$ cat config.mk
export PLATFORM = sky130hd
export DESIGN_NAME = gppf_front_flat
export DESIGN_NICKNAME = d
export VERILOG_FILES = /design/src/gppf_pkg.sv /design/src/gppf_if.sv /design/src/gppf_front.sv /design/src/flat_wrapper.sv
export SDC_FILE = /design/constraint.sdc
export NUM_CORES = 1
export LEC_CHECK = 0
export BUFFER_PORTS_ARGS = -buffer_cell sky130_fd_sc_hd__buf_2
export CORE_AREA = 2 2 190 155
export DETAILED_ROUTE_END_ITERATION = 10
export DIE_AREA = 0 0 192 157
export REMOVE_ABC_BUFFERS = 1
export SKIP_LAST_GASP = 1
export SLEW_MARGIN = 20
export SYNTH_ARGS = -nofsm -noshare
export SYNTH_HDL_FRONTEND = slang
export SYNTH_SLANG_ARGS = --single-unit
$ cat constraint.sdc
create_clock -name i_clk -period 8.82 [get_ports i_clk]
set_clock_uncertainty 0.2 [all_clocks]
set_input_delay 1.764 -clock i_clk [delete_from_list [all_inputs] [get_ports i_clk]]
set_output_delay 1.764 -clock i_clk [all_outputs]
set_load 0.02 [all_outputs]
$ cat src/gppf_pkg.sv
// shared types and constants for the grid point proximity filter
`default_nettype none
package gppf_pkg;

    localparam int COORD_IN_W  = 20;
    localparam int STEP_W      = 17;
    localparam int TOL_W       = 40;
    localparam int ID_W        = 16;
    localparam int ROW_W       = 8;
    localparam int OUT_W       = 21;
    localparam int CFG_IDX_W   = 2;
    localparam int BASE_OFF_X  = 368;
    localparam int BASE_OFF_Y  = 688;
    localparam int QUEUE_DEPTH = 4;
    localparam int QPTR_W      = 2;

    typedef enum logic [1:0] {
        CMD_POINT,
        CMD_ANCHOR,
        CMD_SKIP
    } t_cmd_kind;

    typedef enum logic [CFG_IDX_W-1:0] {
        CFG_STEP_X = 2'd0,
        CFG_STEP_Y = 2'd1,
        CFG_TOL    = 2'd2
    } t_cfg_idx;

    typedef enum logic [2:0] {
        ST_IDLE,
        ST_SCAN,
        ST_DRAIN,
        ST_DECIDE,
        ST_FLUSH
    } t_state;

    typedef struct packed {
        t_cmd_kind                    kind;
        logic signed [COORD_IN_W-1:0] x;
        logic signed [COORD_IN_W-1:0] y;
        logic [ID_W-1:0]              id;
        logic [ROW_W-1:0]             row;
    } t_cmd;

    typedef struct packed {
        logic signed [STEP_W-1:0] step_x;
        logic signed [STEP_W-1:0] step_y;
        logic [TOL_W-1:0]         tol;
    } t_cfg;

    typedef struct packed {
        logic [QPTR_W:0] level;
    } t_front_status;

    typedef struct packed {
        logic idle;
    } t_back_status;

endpackage
`default_nettype wire

$ cat src/gppf_if.sv
// channel interfaces: input items, result items and configuration writes
`default_nettype none
interface gppf_in_if;
    logic                                   valid;
    logic                                   ready;
    logic                                   operation;
    logic signed [gppf_pkg::COORD_IN_W-1:0] coord_x;
    logic signed [gppf_pkg::COORD_IN_W-1:0] coord_y;
    logic                                   anchor_valid;
    logic [gppf_pkg::ID_W-1:0]              cluster_id;
    logic [gppf_pkg::ROW_W-1:0]             cluster_row;

    modport source (output valid, operation, coord_x, coord_y, anchor_valid,
                    cluster_id, cluster_row, input ready);
    modport sink (input valid, operation, coord_x, coord_y, anchor_valid,
                  cluster_id, cluster_row, output ready);
endinterface

`default_nettype wire

$ cat src/gppf_front.sv
// front end: accepts input items, classifies them and queues commands
`default_nettype none
module gppf_front (
    input  wire logic                     i_clk,
    input  wire logic                     i_rst_n,
    gppf_in_if.sink                       i_item,
    output gppf_pkg::t_cmd                o_cmd,
    output logic                          o_cmd_valid,
    input  wire logic                     i_cmd_ready,
    output gppf_pkg::t_front_status       o_status
);

    gppf_pkg::t_cmd                   r_q [gppf_pkg::QUEUE_DEPTH];
    logic [gppf_pkg::QPTR_W-1:0]      r_wr_ptr;
    logic [gppf_pkg::QPTR_W-1:0]      r_rd_ptr;
    logic [gppf_pkg::QPTR_W:0]        r_level;
    gppf_pkg::t_cmd                   n_cmd;
    logic                             push;
    logic                             pop;

    always_comb begin
        n_cmd.x   = i_item.coord_x;
        n_cmd.y   = i_item.coord_y;
        n_cmd.id  = i_item.cluster_id;
        n_cmd.row = i_item.cluster_row;
        if (!i_item.operation) begin
            n_cmd.kind = gppf_pkg::CMD_POINT;
        end else if (i_item.anchor_valid) begin
            n_cmd.kind = gppf_pkg::CMD_ANCHOR;
        end else begin
            n_cmd.kind = gppf_pkg::CMD_SKIP;
        end
    end

    assign i_item.ready = (r_level != (gppf_pkg::QPTR_W+1)'(gppf_pkg::QUEUE_DEPTH));
    assign o_cmd_valid  = (r_level != '0);
    assign o_cmd        = r_q[r_rd_ptr];
    assign o_status.level = r_level;
    assign push = i_item.valid && i_item.ready;
    assign pop  = o_cmd_valid && i_cmd_ready;

    always_ff @(posedge i_clk) begin
        if (push) begin
            r_q[r_wr_ptr] <= n_cmd;
        end
    end

    always_ff @(posedge i_clk) begin
        if (!i_rst_n) begin
            r_wr_ptr <= '0;
            r_rd_ptr <= '0;
            r_level  <= '0;
        end else begin
            if (push) begin
                r_wr_ptr <= r_wr_ptr + 1'b1;
            end
            if (pop) begin
                r_rd_ptr <= r_rd_ptr + 1'b1;
            end
            case ({push, pop})
                2'b10:   r_level <= r_level + 1'b1;
                2'b01:   r_level <= r_level - 1'b1;
                default: r_level <= r_level;
            endcase
        end
    end

endmodule
`default_nettype wire

$ cat src/flat_wrapper.sv
// flat-port wrapper written by rule: the top's interface ports become plain ports
module gppf_front_flat 
  (i_clk, i_rst_n, o_cmd, o_cmd_valid, i_cmd_ready, o_status, i_item_valid, i_item_operation, i_item_coord_x, i_item_coord_y, i_item_anchor_valid, i_item_cluster_id, i_item_cluster_row, i_item_ready);
  gppf_in_if i_item_i ();
  input  wire logic i_clk;
  input  wire logic i_rst_n;
  output gppf_pkg::t_cmd o_cmd;
  output logic o_cmd_valid;
  input  wire logic i_cmd_ready;
  output gppf_pkg::t_front_status o_status;
  input wire logic [$bits(i_item_i.valid)-1:0] i_item_valid;
  input wire logic [$bits(i_item_i.operation)-1:0] i_item_operation;
  input wire logic [$bits(i_item_i.coord_x)-1:0] i_item_coord_x;
  input wire logic [$bits(i_item_i.coord_y)-1:0] i_item_coord_y;
  input wire logic [$bits(i_item_i.anchor_valid)-1:0] i_item_anchor_valid;
  input wire logic [$bits(i_item_i.cluster_id)-1:0] i_item_cluster_id;
  input wire logic [$bits(i_item_i.cluster_row)-1:0] i_item_cluster_row;
  output wire logic [$bits(i_item_i.ready)-1:0] i_item_ready;
  assign i_item_i.valid = i_item_valid;
  assign i_item_i.operation = i_item_operation;
  assign i_item_i.coord_x = i_item_coord_x;
  assign i_item_i.coord_y = i_item_coord_y;
  assign i_item_i.anchor_valid = i_item_anchor_valid;
  assign i_item_i.cluster_id = i_item_cluster_id;
  assign i_item_i.cluster_row = i_item_cluster_row;
  assign i_item_ready = i_item_i.ready;
  gppf_front u_core (.i_clk(i_clk), .i_rst_n(i_rst_n), .i_item(i_item_i), .o_cmd(o_cmd), .o_cmd_valid(o_cmd_valid), .i_cmd_ready(i_cmd_ready), .o_status(o_status));
endmodule
==> results_dict.tcl <==
set metrics [dict create \
    cp-endpoint "o_cmd[0]" \
    multi_input_area_mm2 0.001784 \
    grt_max_degree 67 \
    timing.final.ws_setup_ps 3979 \
    root_buffer "clkbuf_16" \
    drt-initial-drc-count 269 \
    yosys.area.top_type "edfxtp_1" \
    totalWireLength_mm 18.96 \
    dpl.cell_count 894 \
    final_cells 949 \
    ys_async_sr_fraction 0 \
    antenna_found_initial 3 \
    ant_nets 0 \
    pin_count 141 \
    synth_edf_count 264 \
    synth_area_mm2 0.01001 \
    portBuffers 140 \
    r2r-start "u_core.o_status[0]" \
    grtUsageMet1 0.1707 \
    synthTopCellsByCount "edfxtp_1, mux4_2, dfxtp_1" \
    dp_slack_ps 4380 \
    hold_violations 0 \
    cp-start-kind "flop" \
    htreeDepth 1 \
    hold_ws_ps 317.7 \
    num_vias 4565 \
    fin_crit_sh 0.5489 \
    ys_ff_latch 273 \
    area_delta_synth_final_pct 20.46 \
    drt_drc_violations_left 0 \
    die_h_um 157 \
    end_kind "output pin" \
    avgViaCountPerCell 4.810 \
    hpwl_mm 10.62 \
    grt_overflow_total 0 \
    track_usage 0.1282 \
    path_class "reg2out" \
    tns_ps 0 \
    yosysWarnings 0 \
    core.rowCount 55 \
    powerDensity_mw_per_mm2 301.6 \
    core_area_mm2 0.02808 \
    synthDistinctLibCells 23 \
    use_met2 0.2139 \
    worstMarginPinSlew_ps 1065 \
    clk_pin_slew_ps 60 \
    numCtsBuffers 27 \
    yosys.area.top_type_share 0.7918 \
    vdd_drop_max_mv 0.1785 \
    layout-drive-gt1-share 0.4470 \
    maxSlewViolCount 0 \
    dieArea_mm2 0.03014 \
    drv_cap 0 \
    firstDrtPassIters 4 \
    achievable-frequency_mhz 206.6 \
    postLayoutCellArea_mm2 0.01206 \
    seq_area_frac_synth 0.8098 \
    clock_latency_ps 520 \
    cts_hold_buffers 0 \
    hp-class "reg2reg" \
    fill_cells 2414 \
    syn_area_per_cell_um2 25.16 \
    ys.flop_type "edfxtp_1" \
    slew_headroom 0.2898 \
    regToRegSetupSlack_ps 6090 \
    yosysMostFrequentCell "edfxtp_1" \
    grt_pass1_vias 4938 \
    status "completed" \
    fin_crit_ps 4841 \
    placed_area_mm2 0.01109 \
    path_max_fanout 35 \
    nets 632 \
    p_leak_uw 0.003993 \
    post-cts-setup-buffers 0 \
    grt.busiest_layer "met2" \
    yosys-top-cells-area "edfxtp_1, mux4_2, dfxtp_1, ha_1, buf_6" \
    grt_pass1_wl_mm 29.06 \
    worst_ep_arrival_time_ps 2880 \
    initial_core_util 0.3566 \
    cts_resized 0 \
    setup_violations 0 \
    rsz0062_at_grt "false" \
    required_ps 6860 \
    synthCells 398 \
    routabilityCongestion 0.6942 \
    die_x_um 192 \
    wl_per_cell_um 19.98 \
    r2r-end "u_core.r_q[0][6]" \
    regArea_mm2 0.008115 \
    grtUsageMet3 0.03122 \
    clockBufferDepth 3 \
    clock_sinks 273 \
    cts_tree "done" \
    reg2reg_depth 3 \
]
## cell usage in the layout, fill, tap and decap left out
master,Yosys,routed
a21boi_0,1,1
a21boi_1,1,1
and2_1,8,4
and2_4,0,4
buf_12,0,2
buf_16,0,1
buf_2,5,140
buf_4,2,1
bufinv_16,0,4
clkbuf_1,3,3
clkbuf_16,0,27
clkinv_1,0,4
clkinv_2,0,4
clkinv_4,0,1
clkinvlp_4,0,4
dfxtp_1,9,7
dfxtp_4,0,2
diode_2,0,4
edfxtp_1,264,264
fa_1,1,1
ha_1,5,5
inv_1,6,6
inv_6,0,1
mux2i_1,2,2
mux4_2,66,66
nand2_1,6,6
nor2_1,1,1
nor2b_1,3,3
o21ai_0,2,2
o311ai_1,1,1
o31a_1,1,1
or3_1,2,2
xnor2_1,3,3
xor2_1,1,1
## how the worst min path moves through the flow
stage	start	endpoint	slack, ps	depth (start not counted)
after CTS	u_core.r_wr_ptr[1]	u_core.r_wr_ptr[1]	320	2
after global routing	u_core.r_wr_ptr[0]	u_core.r_wr_ptr[0]	350	2
after global placement	u_core.r_wr_ptr[1]	u_core.r_wr_ptr[1]	280	2
after floorplan	u_core.r_wr_ptr[1]	u_core.r_wr_ptr[1]	270	2
after detailed placement	u_core.r_wr_ptr[1]	u_core.r_wr_ptr[1]	310	2
final	u_core.r_wr_ptr[1]	u_core.r_wr_ptr[1]	320	2
## registers in the layout, summed over array words and instances (netlist names), named ones only
register and count:
u_core.r_wr_ptr 2, u_core.r_q 264, u_core.r_rd_ptr 2, u_core.o_status 3
## routing by layer
metal,vias to the layer above,part of all wire
met4,0,0.020
met1,2394,0.44
met3,31,0.063
met5,-,0
met2,133,0.48
li1,2007,-
## where the power goes
part	switching, µW	total (µW)	internal [µW]
logic	461	830	369
registers	98.8	1670	1570
clock network	465	1140	678
total	1020	3640	2610
## cell type report
cell class,count,share of cell area
antenna,4,0.0008300
clock buffer,30,0.05696
clock inverter,18,0.01681
inverter,6,0.001867
multi-input combinational,104,0.1479
sequential,273,0.6729
tap,370,0.03839
timing repair buffer,144,0.06432
## per-stage QoR
step	utilization	total power [µW]
after floorplan	-	2259
after global placement	0.3951	2527
after detailed placement	0.3951	2547
after CTS	0.4268	3698
after global routing	0.4292	3812
final	0.4295	3637
## kinds of logic after synthesis
logic type / Yosys count / synth area share
buffers and inverters: 21 / 0.01300
DFF: 273 / 0.8098
xor gates and xnor gates: 4 / 0.003500
muxes: 68 / 0.1505
and+or+nand+nor: 20 / 0.01075
AOI/OAI and AO/OA: 6 / 0.004250
adders and majority gates: 6 / 0.008248
## worst max-delay path: stages (launching register included)
cell and delay [ps]:
dfxtp_4 800, buf_4 700, mux4_2 630, buf_2 180
Power figures use the tool's default switching activity.
